==> src/design/timeout_slot_bank_unit_defines.svh <==
// assertion macros for the timeout slot bank
// used by the top level, expects clk and arst_n in scope
`ifndef TIMEOUT_SLOT_BANK_UNIT_DEFINES_SVH
`define TIMEOUT_SLOT_BANK_UNIT_DEFINES_SVH

// condition implies consequence in the same cycle
`define TSB_ASSERT_IMPL(lbl, ante, cons) \
	lbl: assert property (@(posedge clk) disable iff (!arst_n) (ante) |-> (cons)) \
		else $error("timeout slot bank check failed");

// condition implies consequence in the next cycle
`define TSB_ASSERT_NEXT(lbl, ante, cons) \
	lbl: assert property (@(posedge clk) disable iff (!arst_n) (ante) |=> (cons)) \
		else $error("timeout slot bank check failed");

`endif

==> src/design/tsb_pkg.sv <==
// shared types and codes for the timeout slot bank
// no dependencies
`default_nettype none

package tsb_pkg;

	localparam int KEY_W = 8;
	localparam int CNT_W = 32;
	localparam int ENT_W = KEY_W + CNT_W;

	typedef enum logic [1:0] {
		FN_TICK   = 2'd0,
		FN_ADD    = 2'd1,
		FN_REMOVE = 2'd2,
		FN_READ   = 2'd3
	} func_t;

	localparam logic [1:0] ST_OK       = 2'd0;
	localparam logic [1:0] ST_NOSPACE  = 2'd1;
	localparam logic [1:0] ST_NOTFOUND = 2'd2;

	typedef enum logic [2:0] {
		S_IDLE,
		S_WALK,
		S_DRAIN,
		S_APPLY,
		S_DONE
	} state_t;

	typedef struct packed {
		logic start;
		logic walk;
		logic apply;
		logic load;
	} cmd_t;

	typedef struct packed {
		logic walk_last;
		logic out_free;
	} sts_t;

endpackage

`default_nettype wire

==> src/design/tsb_ram.sv <==
// generic simple dual-port ram, one write and one registered read port
// no dependencies
`default_nettype none

module tsb_ram #(
	parameter int WIDTH = 40,
	parameter int DEPTH = 8
) (
	input  wire logic                                   clk,
	input  wire logic                                   we,
	input  wire logic [(DEPTH > 1 ? $clog2(DEPTH) : 1)-1:0] waddr,
	input  wire logic [WIDTH-1:0]                       wdata,
	input  wire logic                                   re,
	input  wire logic [(DEPTH > 1 ? $clog2(DEPTH) : 1)-1:0] raddr,
	output logic      [WIDTH-1:0]                       rdata
);

	logic [WIDTH-1:0] mem_q [DEPTH];

	always_ff @(posedge clk) begin
		if (we) begin
			mem_q[waddr] <= wdata;
		end
		if (re) begin
			rdata <= mem_q[raddr];
		end
	end

endmodule

`default_nettype wire

==> src/design/tsb_ctrl.sv <==
// controller for the timeout slot bank: sequences accept, slot walk, update, result
// depends on tsb_pkg
`default_nettype none

module tsb_ctrl (
	input  wire logic          clk,
	input  wire logic          arst_n,
	input  wire logic          in_valid,
	output logic               in_ready,
	input  wire tsb_pkg::sts_t sts,
	output tsb_pkg::cmd_t      cmd
);

	tsb_pkg::state_t state_q, state_d;

	always_ff @(posedge clk or negedge arst_n) begin
		if (!arst_n) begin
			state_q <= tsb_pkg::S_IDLE;
		end else begin
			state_q <= state_d;
		end
	end

	always_comb begin
		state_d  = state_q;
		cmd      = '0;
		in_ready = 1'b0;
		unique case (state_q)
			tsb_pkg::S_IDLE: begin
				in_ready = 1'b1;
				if (in_valid) begin
					cmd.start = 1'b1;
					state_d   = tsb_pkg::S_WALK;
				end
			end
			tsb_pkg::S_WALK: begin
				cmd.walk = 1'b1;
				if (sts.walk_last) begin
					state_d = tsb_pkg::S_DRAIN;
				end
			end
			tsb_pkg::S_DRAIN: begin
				state_d = tsb_pkg::S_APPLY;
			end
			tsb_pkg::S_APPLY: begin
				cmd.apply = 1'b1;
				state_d   = tsb_pkg::S_DONE;
			end
			tsb_pkg::S_DONE: begin
				if (sts.out_free) begin
					cmd.load = 1'b1;
					state_d  = tsb_pkg::S_IDLE;
				end
			end
			default: begin
				state_d = tsb_pkg::S_IDLE;
			end
		endcase
	end

endmodule

`default_nettype wire

==> src/design/tsb_dp.sv <==
// datapath for the timeout slot bank: slot ram, valid bits, search, counter, output register
// depends on tsb_pkg and tsb_ram
`default_nettype none

module tsb_dp #(
	parameter int SLOTS = 8
) (
	input  wire logic                       clk,
	input  wire logic                       arst_n,
	input  wire tsb_pkg::cmd_t              cmd,
	output tsb_pkg::sts_t                   sts,
	input  wire logic [1:0]                 func,
	input  wire logic [tsb_pkg::KEY_W-1:0]  timer_id,
	input  wire logic [tsb_pkg::CNT_W-1:0]  timeout_value,
	output logic                            out_valid,
	input  wire logic                       out_ready,
	output logic [1:0]                      status,
	output logic [tsb_pkg::CNT_W-1:0]       remaining,
	output logic [tsb_pkg::CNT_W-1:0]       ms_now
);

	localparam int IW = (SLOTS > 1) ? $clog2(SLOTS) : 1;

	tsb_pkg::func_t                func_q;
	logic [tsb_pkg::KEY_W-1:0]     id_q;
	logic [tsb_pkg::CNT_W-1:0]     tval_q;
	logic [IW-1:0]                 addr_q;
	logic                          chk_vld_s1;
	logic [IW-1:0]                 chk_idx_s1;
	logic [SLOTS-1:0]              valid_q;
	logic                          match_q;
	logic [IW-1:0]                 match_idx_q;
	logic                          empty_q;
	logic [IW-1:0]                 empty_idx_q;
	logic [tsb_pkg::CNT_W-1:0]     rem_q;
	logic [tsb_pkg::CNT_W-1:0]     ms_q;
	logic                          out_valid_q;
	logic [1:0]                    status_q;
	logic [tsb_pkg::CNT_W-1:0]     remaining_q;
	logic [tsb_pkg::CNT_W-1:0]     ms_now_q;

	logic                          ram_we;
	logic [IW-1:0]                 ram_waddr;
	logic [tsb_pkg::ENT_W-1:0]     ram_wdata;
	logic [tsb_pkg::ENT_W-1:0]     ram_rdata;
	logic [tsb_pkg::KEY_W-1:0]     rd_key;
	logic [tsb_pkg::CNT_W-1:0]     rd_cnt;
	logic                          slot_vld;
	logic                          hit;
	logic [1:0]                    status_d;

	tsb_ram #(
		.WIDTH(tsb_pkg::ENT_W),
		.DEPTH(SLOTS)
	) u_ram (
		.clk  (clk),
		.we   (ram_we),
		.waddr(ram_waddr),
		.wdata(ram_wdata),
		.re   (cmd.walk),
		.raddr(addr_q),
		.rdata(ram_rdata)
	);

	assign rd_key   = ram_rdata[tsb_pkg::ENT_W-1:tsb_pkg::CNT_W];
	assign rd_cnt   = ram_rdata[tsb_pkg::CNT_W-1:0];
	assign slot_vld = valid_q[chk_idx_s1];
	assign hit      = chk_vld_s1 && slot_vld && (rd_key == id_q);

	assign sts.walk_last = (addr_q == IW'(SLOTS - 1));
	assign sts.out_free  = !out_valid_q || out_ready;

	// add update after the walk, tick decrement during it
	always_comb begin
		ram_we    = 1'b0;
		ram_waddr = chk_idx_s1;
		ram_wdata = {rd_key, rd_cnt - tsb_pkg::CNT_W'(1)};
		if (cmd.apply && func_q == tsb_pkg::FN_ADD) begin
			ram_wdata = {id_q, tval_q};
			if (match_q) begin
				ram_we    = 1'b1;
				ram_waddr = match_idx_q;
			end else if (empty_q) begin
				ram_we    = 1'b1;
				ram_waddr = empty_idx_q;
			end
		end else if (chk_vld_s1 && func_q == tsb_pkg::FN_TICK && slot_vld
				&& rd_cnt != '0) begin
			ram_we = 1'b1;
		end
	end

	always_comb begin
		status_d = tsb_pkg::ST_OK;
		case (func_q)
			tsb_pkg::FN_ADD: begin
				if (!match_q && !empty_q) begin
					status_d = tsb_pkg::ST_NOSPACE;
				end
			end
			tsb_pkg::FN_REMOVE, tsb_pkg::FN_READ: begin
				if (!match_q) begin
					status_d = tsb_pkg::ST_NOTFOUND;
				end
			end
			default: begin
				status_d = tsb_pkg::ST_OK;
			end
		endcase
	end

	always_ff @(posedge clk) begin
		if (cmd.start) begin
			func_q <= tsb_pkg::func_t'(func);
			id_q   <= timer_id;
			tval_q <= timeout_value;
		end
		chk_idx_s1 <= addr_q;
		if (hit) begin
			match_idx_q <= chk_idx_s1;
			rem_q       <= rd_cnt;
		end
		if (chk_vld_s1 && !slot_vld && !empty_q) begin
			empty_idx_q <= chk_idx_s1;
		end
		if (cmd.load) begin
			status_q    <= status_d;
			remaining_q <= (func_q == tsb_pkg::FN_READ && match_q) ? rem_q : '0;
			ms_now_q    <= ms_q;
		end
	end

	always_ff @(posedge clk or negedge arst_n) begin
		if (!arst_n) begin
			addr_q      <= '0;
			chk_vld_s1  <= 1'b0;
			valid_q     <= '0;
			match_q     <= 1'b0;
			empty_q     <= 1'b0;
			ms_q        <= '0;
			out_valid_q <= 1'b0;
		end else begin
			chk_vld_s1 <= cmd.walk;
			if (cmd.start) begin
				addr_q  <= '0;
				match_q <= 1'b0;
				empty_q <= 1'b0;
				if (func == tsb_pkg::FN_TICK) begin
					ms_q <= ms_q + tsb_pkg::CNT_W'(1);
				end
			end else if (cmd.walk && !sts.walk_last) begin
				addr_q <= addr_q + IW'(1);
			end
			if (hit) begin
				match_q <= 1'b1;
				if (func_q == tsb_pkg::FN_REMOVE) begin
					valid_q[chk_idx_s1] <= 1'b0;
				end
			end
			if (chk_vld_s1 && !slot_vld) begin
				empty_q <= 1'b1;
			end
			if (cmd.apply && func_q == tsb_pkg::FN_ADD && !match_q && empty_q) begin
				valid_q[empty_idx_q] <= 1'b1;
			end
			if (cmd.load) begin
				out_valid_q <= 1'b1;
			end else if (out_ready) begin
				out_valid_q <= 1'b0;
			end
		end
	end

	assign out_valid = out_valid_q;
	assign status    = status_q;
	assign remaining = remaining_q;
	assign ms_now    = ms_now_q;

endmodule

`default_nettype wire

==> src/design/timeout_slot_bank_unit.sv <==
// Timeout slot bank: SLOTS countdown timers keyed by an 8-bit id plus a wrapping
// 32-bit millisecond counter. Each item (tick, add, remove, read) passes from
// acceptance to a loaded result through an accept step, a walk over the slot RAM
// at one slot per cycle through its single registered read port, a drain step for
// the last read, an update step and a result step. A result sits in an output
// register, so the next item is taken while it waits. Valid bits live in
// flip-flops cleared by reset; no clearing pass is needed.
// depends on tsb_pkg, tsb_ctrl, tsb_dp and the defines header
`default_nettype none
`include "timeout_slot_bank_unit_defines.svh"

module timeout_slot_bank_unit #(
	parameter int SLOTS = 8
) (
	input  wire logic                      clk,
	input  wire logic                      arst_n,
	input  wire logic                      in_valid,
	output logic                           in_ready,
	input  wire logic [1:0]                func,
	input  wire logic [tsb_pkg::KEY_W-1:0] timer_id,
	input  wire logic [tsb_pkg::CNT_W-1:0] timeout_value,
	output logic                           out_valid,
	input  wire logic                      out_ready,
	output logic [1:0]                     status,
	output logic [tsb_pkg::CNT_W-1:0]      remaining,
	output logic [tsb_pkg::CNT_W-1:0]      ms_now
);

	tsb_pkg::cmd_t cmd;
	tsb_pkg::sts_t sts;

	tsb_ctrl u_ctrl (
		.clk     (clk),
		.arst_n  (arst_n),
		.in_valid(in_valid),
		.in_ready(in_ready),
		.sts     (sts),
		.cmd     (cmd)
	);

	tsb_dp #(
		.SLOTS(SLOTS)
	) u_dp (
		.clk          (clk),
		.arst_n       (arst_n),
		.cmd          (cmd),
		.sts          (sts),
		.func         (func),
		.timer_id     (timer_id),
		.timeout_value(timeout_value),
		.out_valid    (out_valid),
		.out_ready    (out_ready),
		.status       (status),
		.remaining    (remaining),
		.ms_now       (ms_now)
	);

	`TSB_ASSERT_NEXT(a_busy_after_accept, in_valid && in_ready, !in_ready)
	`TSB_ASSERT_IMPL(a_one_cmd, 1'b1, $onehot0({cmd.start, cmd.walk, cmd.apply, cmd.load}))
	`TSB_ASSERT_IMPL(a_rem_zero_on_fail, out_valid && status != tsb_pkg::ST_OK, remaining == '0)
	`TSB_ASSERT_NEXT(a_load_sets_valid, cmd.load, out_valid)

endmodule

`default_nettype wire
==> config.mk <==
export PLATFORM = sky130hd
export DESIGN_NAME = timeout_slot_bank_unit
export DESIGN_NICKNAME = d
export VERILOG_FILES = /design/src/design/tsb_pkg.sv /design/src/design/tsb_ram.sv /design/src/design/tsb_ctrl.sv /design/src/design/tsb_dp.sv /design/src/design/timeout_slot_bank_unit.sv
export VERILOG_INCLUDE_DIRS = /design/src /design/src/design
export SDC_FILE = /design/constraint.sdc
export NUM_CORES = 1
export LEC_CHECK = 0
export ABC_AREA = 1
export BUFFER_PORTS_ARGS = -buffer_cell sky130_fd_sc_hd__buf_2
export CAP_MARGIN = 20
export CORE_AREA = 2 2 199 201
export CTS_BUF_LIST = sky130_fd_sc_hd__clkbuf_4
export CTS_CLUSTER_SIZE = 20
export DETAILED_ROUTE_END_ITERATION = 16
export DIE_AREA = 0 0 201 203
export PLACE_DENSITY = 0.76
export SLEW_MARGIN = 0
export SYNTH_ARGS = -nofsm -noshare
export SYNTH_HDL_FRONTEND = slang
export SYNTH_SLANG_ARGS = --single-unit
==> constraint.sdc <==
create_clock -name clk -period 12.35 [get_ports clk]
set_clock_uncertainty 0.05 [all_clocks]
set_input_delay 1.8525 -clock clk [delete_from_list [all_inputs] [get_ports clk]]
set_output_delay 1.8525 -clock clk [all_outputs]
set_load 0.02 [all_outputs]
# Yosys cells after proc, flatten, opt, wreduce, memory -nomap -nowiden
# Memory sizes are Yosys's and may differ from the RTL's. A register that Yosys moved wholly into a read port is not among the register bits.
# Index checks and enable logic that the tools add are counted.
# word_totals
register_bits	199
mem_bits_rw	320
input_bits	46
output_inout_bits	68
wordCells	113
memories	1
# op_classes
add_sub_neg	3
n_lt_le_gt_ge	4
eq_ne	12
muxes	40
n_bitwise	3
n_reduce_logical	32
# memory_table
name	words	word_bits	read_ports	rd_clocked_by_memory_dff	write_ports	line_no	rtl
u_dp.u_ram.mem_q	8	40	1	1	1	tsb_ram.sv:18	logic [WIDTH-1:0] mem_q [DEPTH];
# ops
cell	n
$mux 40	1
$add 32x1->32 const B	1
$reduce_bool 32->1	1
$sub 32x1->32 const B	1
$mux 3	8
$mux 8	3
$mux 1	22
$logic_and 1x1->1	15
$pmux 3 s5	1
$and 8x8->8	1
$eq 8x8->1	1
$lt 3x4->1 const B	2
$not 8->8	1
$or 8x8->8	1
$reduce_bool 2->1	4
$demux 1 s3	2
$eq 3x2->1 const B	2
$eq 3x3->1 const B	2
$ge 3x1->1 const B	2
$logic_not 1->1	5
$eq 2x2->1 const B	2
$logic_not 2->1	2
$ne 2x2->1 const B	2
$pmux 2 s2	1
11 further kinds	11

# Logic depth before layout (Yosys ltp)
# Gate-level depths: netlist of the first run.
# logic_depth
word_depth	10
depth_mapped	11
depth_no_buf	11

# Cells and area by module
# From an unflattened synthesis of the first run, not the netlist that was laid out.
# hier_totals
cells_unflattened	2388
hier_area_um2	24415.9
# by_module_without_submodules
module	instances	cells_each	area_per_inst_um2	seq_area_each_um2
tsb_ram	1	1441	15199.6	10810.4
tsb_dp	1	918	9016.1	5620.4
tsb_ctrl	1	29	200.2	75.1

# Worst setup path after synthesis of the first run
# No wires, ideal clock.
# synth_path
path_kind	input to register
start	in out_ready
end	reg u_dp.ms_now_q (netlist bit u_dp.ms_now[0]) (enable)
setup_time_ps	490
t_arrival_ps	4653
required_ps	11810
setup_slack_ps	7157
path_stages	2
n_path_buf	0
path_cell_list	nor2_1 nor2_1
# synth_rtl
element	line_no	rtl
start, declared	timeout_slot_bank_unit.sv:23	input wire logic out_ready,
end signal, assigned	tsb_dp.sv:129	ms_now_q <= ms_q;
end, declared	tsb_dp.sv:40	logic [tsb_pkg::CNT_W-1:0] ms_now_q;

# Final worst setup path of the first run
# layout_path
start	reg u_ctrl.state_q[0]
end	out in_ready
# layout_between
elab_chain_cells	2
# layout_rtl
element	line_no	rtl
start, declared	tsb_ctrl.sv:14	tsb_pkg::state_t state_q, state_d;
start signal, assigned	tsb_ctrl.sv:18	state_q <= tsb_pkg::S_IDLE;
start signal, assigned	tsb_ctrl.sv:20	state_q <= state_d;
$logic_not 3->1	tsb_ctrl.sv:28	unique case (state_q)
$mux 1	tsb_ctrl.sv:28	
end, declared	timeout_slot_bank_unit.sv:18	output logic in_ready,
# Every way passes these cells.

==> results of run 1 <==
## layer usage
layer	track usage, %	share of wire, %	vias to the layer above
met1	32.3	40	7468
li1	-	-	7274
met5	0	0	-
met2	40.8	48	763
met3	5.46	8.6	136
met4	12.7	3.4	0
## sequential cells by signal, summed over array words and instances (netlist names), 2 cells and up
signal,count
u_dp.rem_q,32
u_dp.addr_q,3
u_dp.ms_now,32
u_dp.chk_idx_s1,3
u_dp.func_q,2
u_ctrl.state_q,3
u_dp.status,2
u_dp.valid_q,8
u_dp.empty_idx_q,3
u_dp.u_ram.mem_q,320
u_dp.remaining,32
u_dp.u_ram.rdata,40
u_dp.tval_q,32
u_dp.match_idx_q,3
u_dp.id_q,8
u_dp.ms_q,32
## cells in the final DEF (no fill, tap or decap), drive strengths merged
cell type  instances
nor3              19
dfxtp              3
clkinv            24
dfrtp             50
a31oi             13
xor2              27
nor4               1
or2                5
a21oi             11
edfxtp           506
o21ai            116
nand4             15
buf              134
o211ai             1
bufinv             4
o32ai             80
nand2            403
clkbuf           212
xnor2              5
ha                 4
o21bai             1
inv              148
nor2             379
nand3             87
clkinvlp           3
nand3b             5
diode              1
## area by class of cell
cell class                      count  area [um2]
Clock inverter                     33         244
Antenna cell                        1        2.50
Timing Repair Buffer              134         723
Multi-Input combinational cell   1172        5610
Sequential cell                   559       16500
Inverter                          146         552
Clock buffer                      212        1590
Tap cell                          518         648
Fill cell                        2800       12600
## report_power, final
part	switching (mW)	internal (mW)	total, mW
clock network	0.706	0.865	1.57
logic	0.997	0.363	1.36
registers	0.213	2.55	2.77
total	1.92	3.78	5.70
## critical path: stages, from the launching register on
cell and delay, ns:
dfrtp_1 0.45, nor2_4 0.13, nand2_1 0.08, inv_1 0.06, buf_2 0.15
## cells by family after synthesis
group                      Yosys count
and+or+nand+nor                    914
DFF                                559
AOI/OAI and AO/OA                  222
buffers and inverters              222
xor gates and xnor gates            32
adders and majority gates            4
## final timing paths
kind / start / to / slack [ns] / cells past startpoint
min reg2reg: u_dp.valid_q[6]$_DFF_PN0_ / u_dp.valid_q[6]$_DFF_PN0_ / 0.43 / 2
min in group asynchronous: arst_n / u_dp.out_valid$_DFFE_PN0P_ / 1.10 / 2
max reg2reg: u_dp.u_ram.rdata[0]$_DFFE_PP_ / u_dp.u_ram.mem_q[4][16]$_DFFE_PP_ / 9.28 / 10
max in group asynchronous: arst_n / u_dp.addr_q[0]$_DFFE_PN0P_ / 10.66 / 2
min: u_dp.valid_q[6]$_DFF_PN0_ / u_dp.valid_q[6]$_DFF_PN0_ / 0.43 / 2
max: u_ctrl.state_q[0]$_DFFE_PN0P_ / in_ready / 8.77 / 4
## per-stage QoR
| stage | setup slack [ns] | utilization, % | hold slack, ns |
|---|---|---|---|
| after CTS | 8.69 | 67.3 | 0.433 |
| after floorplan | 7.16 | - | 0.316 |
| after global routing | 8.64 | 67.3 | 0.455 |
| after global placement | 8.56 | 62.5 | 0.417 |
| final | 8.77 | 67.3 | 0.431 |
| after detailed placement | 8.49 | 62.5 | 0.418 |
==> flow_metrics.py, run 1 <==
metrics = {
    "logic_synthesis": {
        "synthTopCellsByArea": "edfxtp_1, nand2_1, nor2_1",
        "synth.distinct_cells": 38,
        "synth_fa_ha_area_share_pct": 0.218,
        "yosysTopAreaCell": "edfxtp_1",
        "syn_nets": 2003,
        "synthCells": 1953,
        "synth_common_cells": "edfxtp_1, nand2_1, nor2_1",
        "syn_avg_cell_area_um2": 11.7,
        "yosysTopAreaCellShare_pct": 66.3,
        "synth_top_family_by_area": "simple AND/OR/NAND/NOR gates",
        "synth_compound_area_share_pct": 6.25,
        "yosys.area_share.xor_xnor_pct": 1.22,
        "synth.mux.area_fraction_pct": 0,
        "synth_edf_count": 506,
        "ys_ff_latch": 559,
        "synth.most_common_cell": "edfxtp_1",
        "ys_seq_area_share_pct": 72.0,
        "ys_warn_count": 0,
        "synthArstFlopShare_pct": 8.94,
        "synth_ff_type": "edfxtp_1",
        "yosys.area_share.simple_pct": 16.3,
        "syn-cell-area_mm2": 0.0229,
    },
    "floorplanning": {
        "core_area_mm2": 0.0385,
        "io_pins": 114,
        "num_rows": 72,
        "initial_core_util_pct": 59.6,
        "die_area_mm2": 0.0408,
        "die_w_um": 201,
        "die_h_um": 203,
    },
    "placement": {
        "routabilityCongestion": 0.925,
        "io_buffers": 113,
        "place_hpwl_um": 29100,
        "dp_cells": 2529,
        "place_area_mm2": 0.0240,
    },
    "route": {
        "drt_iter0_drc": 1393,
        "drcViolationCount": 0,
        "via_per_inst": 5.64,
        "dr.pass1.iters": 6,
        "drtAntennaViolNets": 0,
        "vias": 15600,
        "routed_wl_um": 50400,
        "wl_per_cell_um": 18.2,
    },
    "clock_network": {
        "cts_tree": "done",
        "cts_root_buf": "clkbuf_4",
        "path_clk_slew_ns": 0.07,
        "postCtsSetupBuffers": 0,
        "cts_max_level": 4,
        "clockBufferDepth": 3,
        "cts.sink_count": 559,
        "cts.repair.resized": 0,
        "insertion_delay_ns": 0.83,
        "hold_buffers": 0,
        "cts_inserted_buffers": 144,
    },
    "sta": {
        "hold_viol": 0,
        "finalSetupViolCount": 0,
        "rsz0062_at_grt": "false",
        "slew_headroom_pct": 31.8,
        "tns_ns": 0,
        "worst_slew_pin_slew_ns": 1.02,
        "slew_violations": 0,
        "fin_crit_sh_pct": 28.9,
        "layout_min_cycle_time_ns": 3.58,
        "max_freq_mhz": 280,
    },
    "power": {
        "power.density_mw_per_mm2": 220,
        "leakagePower_nw": 9.90,
        "ir_worst_vdd_mv": 0.127,
        "power.total_mw": 5.70,
    },
    "finish": {
        "drive_gt1_share_pct": 18.1,
        "fin_nets": 2207,
        "synthToLayoutAreaGrowth_pct": 12.9,
        "final_area_mm2": 0.0259,
        "stdcell_count": 2775,
    },
    "critical_path": {
        "worstPathRequired_ns": 10.45,
        "critPathCaptureType": "primary output",
        "path_max_fanout": 5,
        "crit_type": "reg2out",
        "cp_data_arrival_time_ns": 1.67,
        "cp-start-kind": "register",
    },
    "worst_hold_path": {
        "min_path_type": "reg2reg",
    },
    "global_routing": {
        "track_usage_pct": 25.1,
        "gr-total-overflow": 0,
        "grt_pass1_vias": 15500,
        "grt_first_pass_wirelength_um": 79300,
        "antenna_found_initial": 1,
        "grt_max_degree": 91,
    },
    "run_status": {
        "status": "completed",
    },
    "run": {
        "drv_cap": 0,
    },
}
Power figures use the tool's default switching activity.
==> run 2: changes to the inputs <==
Settings changed: ABC_AREA 1 to 0, CORE_AREA 2 2 199 201 to 2 2 193 195, DIE_AREA 0 0 201 203 to 0 0 195 197.
Clock period 12.35 ns to 3.4 ns, I/O delays scaled along.
==> run 2 against run 1 <==
Effect of this change:
- non-clock buffer count up 79
- routed wire length down 13%
- sequential power rose to 3.6 times the previous value
- hold slack worse by 0.14 ns
- area after synthesis down 5.8%
- register-to-register slack worse by 9.2 ns
- via count down 25%
- die area down 5.9%
- synthesized cell count down 41%
- setup slack worse by 8.7 ns
==> flow_metrics.py, run 2 <==
metrics = {
    "run_status": {
        "status": "completed",
    },
    "route": {
        "drt_iter0_drc": 937,
        "vias": 11800,
        "dr.pass1.iters": 7,
        "dr_wl_met2_um": 21700,
        "wl_per_cell_um": 21.5,
        "wl_met3_um": 3230,
        "drtAntennaViolNets": 0,
        "routed.top_layer": "met4",
        "routed_wl_um": 43800,
        "drcViolationCount": 0,
        "via_per_inst": 5.80,
        "wl_met1_um": 18300,
    },
    "run": {
        "drv_cap": 0,
    },
    "clock_network": {
        "cts_root_buf": "clkbuf_4",
        "insertion_delay_ns": 0.84,
        "cts_inserted_buffers": 140,
        "path_clk_slew_ns": 0.06,
        "clockBufferDepth": 3,
        "cts_tree": "done",
        "cts.sink_count": 559,
        "cts_max_level": 4,
    },
    "logic_synthesis": {
        "synth_ff_type": "edfxtp_1",
        "syn-cell-area_mm2": 0.0216,
        "synth.most_common_cell": "edfxtp_1",
        "yosysTopAreaCellShare_pct": 70.4,
        "synth_common_cells": "edfxtp_1, mux4_2, nand2_1",
        "ys_warn_count": 0,
        "syn_avg_cell_area_um2": 18.6,
        "syn_nets": 1210,
        "synth.distinct_cells": 54,
        "yosysTopAreaCell": "edfxtp_1",
        "ys_seq_area_share_pct": 76.4,
        "ys_ff_latch": 559,
        "synthCells": 1160,
        "synth_edf_count": 506,
        "synthTopCellsByArea": "edfxtp_1, mux4_2, dfrtp_1",
        "synthArstFlopShare_pct": 8.94,
    },
    "floorplanning": {
        "initial_core_util_pct": 59.6,
        "die_area_mm2": 0.0384,
        "num_rows": 70,
        "core_area_mm2": 0.0363,
        "die_h_um": 197,
        "io_pins": 114,
        "die_w_um": 195,
    },
    "critical_path": {
        "reg2reg_depth": 5,
        "cp-start-kind": "register",
        "worst_path_largest_cell_delay_ns": 0.71,
        "rr_endpoint": "u_dp.u_ram.mem_q[2][24]$_DFFE_PP_",
        "r2r_start": "u_dp.u_ram.rdata[9]$_DFFE_PP_",
        "crit_type": "reg2reg",
        "cp_data_arrival_time_ns": 3.71,
        "crit_chain": "or4_1, nor4b_1, nand2_1, xor2_1, o21ai_0",
        "path_max_fanout": 8,
        "slowest_stage": "o21ai_0",
        "r2r_slack_ns": 0.12,
        "worstPathRequired_ns": 3.83,
        "critPathCaptureType": "register",
    },
    "worst_hold_path": {
        "min_path_type": "in2async",
    },
    "finish": {
        "most-common-layout-cells": "edfxtp_1, clkbuf_4, buf_2",
        "final_common_cell": "edfxtp_1",
        "synthToLayoutAreaGrowth_pct": 18.2,
        "stdcell_count": 2036,
        "utilization_pct": 70.4,
        "top_regs": "u_dp.u_ram.mem_q x320, u_dp.u_ram.rdata x40",
        "largest_register_ffs": 320,
        "drive_gt1_share_pct": 33.6,
        "regMostFlops": "u_dp.u_ram.mem_q",
        "fin_nets": 1519,
    },
    "global_routing": {
        "track_usage_pct": 23.7,
        "grt_pass1_vias": 12000,
        "gr-total-overflow": 0,
        "antenna_found_initial": 2,
        "grt_max_degree": 58,
        "grt_first_pass_wirelength_um": 67500,
    },
    "sta": {
        "hold_viol": 0,
        "max_freq_mhz": 305,
        "fin_crit_sh_pct": 96.5,
        "whs_ns": 0.291,
        "slew_headroom_pct": 38.3,
        "tns_ns": 0,
        "rsz0062_at_grt": "false",
        "worst_slew_pin_slew_ns": 0.926,
        "layout_min_cycle_time_ns": 3.28,
        "finalSetupViolCount": 0,
        "slew_violations": 0,
    },
    "placement": {
        "place_hpwl_um": 25600,
        "routabilityCongestion": 0.809,
        "io_buffers": 113,
        "dp_cells": 1750,
    },
    "power": {
        "ir_worst_vdd_mv": 0.371,
        "power.density_mw_per_mm2": 773,
        "power.total_mw": 19.7,
        "leakagePower_nw": 9.11,
    },
}
-- run 2: cell types whose count changed in the layout (fill, tap and decap cells not counted), sizes merged, moves of 72 or more --
cell / change
inv: -134
mux4: +80
nand2: -330
nand3: -72
nor2: -331
o21ai: -85
o32ai: -80
-- run 2: stage by stage --
stage	worst slack, ns	area (um2)
3_5_place_dp	0.302	23300
6_report	0.120	25500
5_1_grt	0.0349	25500
4_1_cts	0.258	25500
2_1_floorplan	-0.394	21700
3_3_place_gp	0.348	23300
-- run 2: worst max-delay path: cells and delay by family (launching register included) --
family	cells	cell delay, ns
AOI/OAI and AO/OA	1	0.71
xor gates and xnor gates	1	0.19
DFF	1	0.49
and+or+nand+nor	3	1.52
-- run 2: worst max path at each step --
stage,from,to,slack [ns],cells past startpoint
6_report,u_dp.u_ram.rdata[9]$_DFFE_PP_,u_dp.u_ram.mem_q[2][24]$_DFFE_PP_,0.12,5
3_5_place_dp,u_dp.u_ram.rdata[0]$_DFFE_PP_,u_dp.u_ram.mem_q[4][8]$_DFFE_PP_,0.30,10
4_1_cts,u_dp.u_ram.rdata[0]$_DFFE_PP_,u_dp.u_ram.mem_q[4][19]$_DFFE_PP_,0.26,10
2_1_floorplan,u_dp.chk_idx_s1[0]$_DFF_P_,u_dp.u_ram.mem_q[2][0]$_DFFE_PP_,-0.39,6
5_1_grt,u_dp.u_ram.rdata[0]$_DFFE_PP_,u_dp.u_ram.mem_q[3][10]$_DFFE_PP_,0.03,8
3_3_place_gp,u_dp.u_ram.rdata[0]$_DFFE_PP_,u_dp.u_ram.mem_q[4][13]$_DFFE_PP_,0.35,10
-- run 2: timing repair --
item / in CTS / in global routing
endpoints found under the hold margin: 81 / 0
buffers inserted: 0 / 0
hold buffers: 45 / 0
resized for setup: 0 / 0
-- run 2: final cells by class --
class                           count  area (um2)
Sequential cell                   559       16500
Fill cell                        2227       10700
Multi-Input combinational cell    543        5010
Timing Repair Buffer              213        1580
Clock buffer                      193        1450
Tap cell                          468         586
Clock inverter                     47         329
Inverter                           12        45.0
Antenna cell                        1        2.50
-- run 2: cell families (layout without fill, tap and decap cells) --
kind of cell / after synthesis / count (layout) / share of synthesized area [%]
flip-flops: 559 / 559 / 76.4
buffers and inverters: 58 / 465 / 1.11
multiplexers: 125 / 125 / 10.7
AND/OR/NAND/NOR: 279 / 279 / 6.96
AO/OA/AOI/OAI: 68 / 68 / 1.88
other: 0 / 1 / 0
XOR/XNOR: 67 / 67 / 2.72
adder cells (fa/ha/maj): 4 / 4 / 0.232
-- run 2: report_power, final --
part           internal [mW]  switching [mW]  leakage, nW
registers               9.11           0.895         5.41
clock network           3.01            2.55         1.04
logic                   1.94            2.22         2.66
-- run 2: per-layer routing --
layer / vias to the layer above / GRT usage [%]
li1: 5264 / -
met1: 5989 / 32.7
met2: 499 / 38.2
met3: 55 / 5.08
met4: 0 / 8.40
met5: - / 0
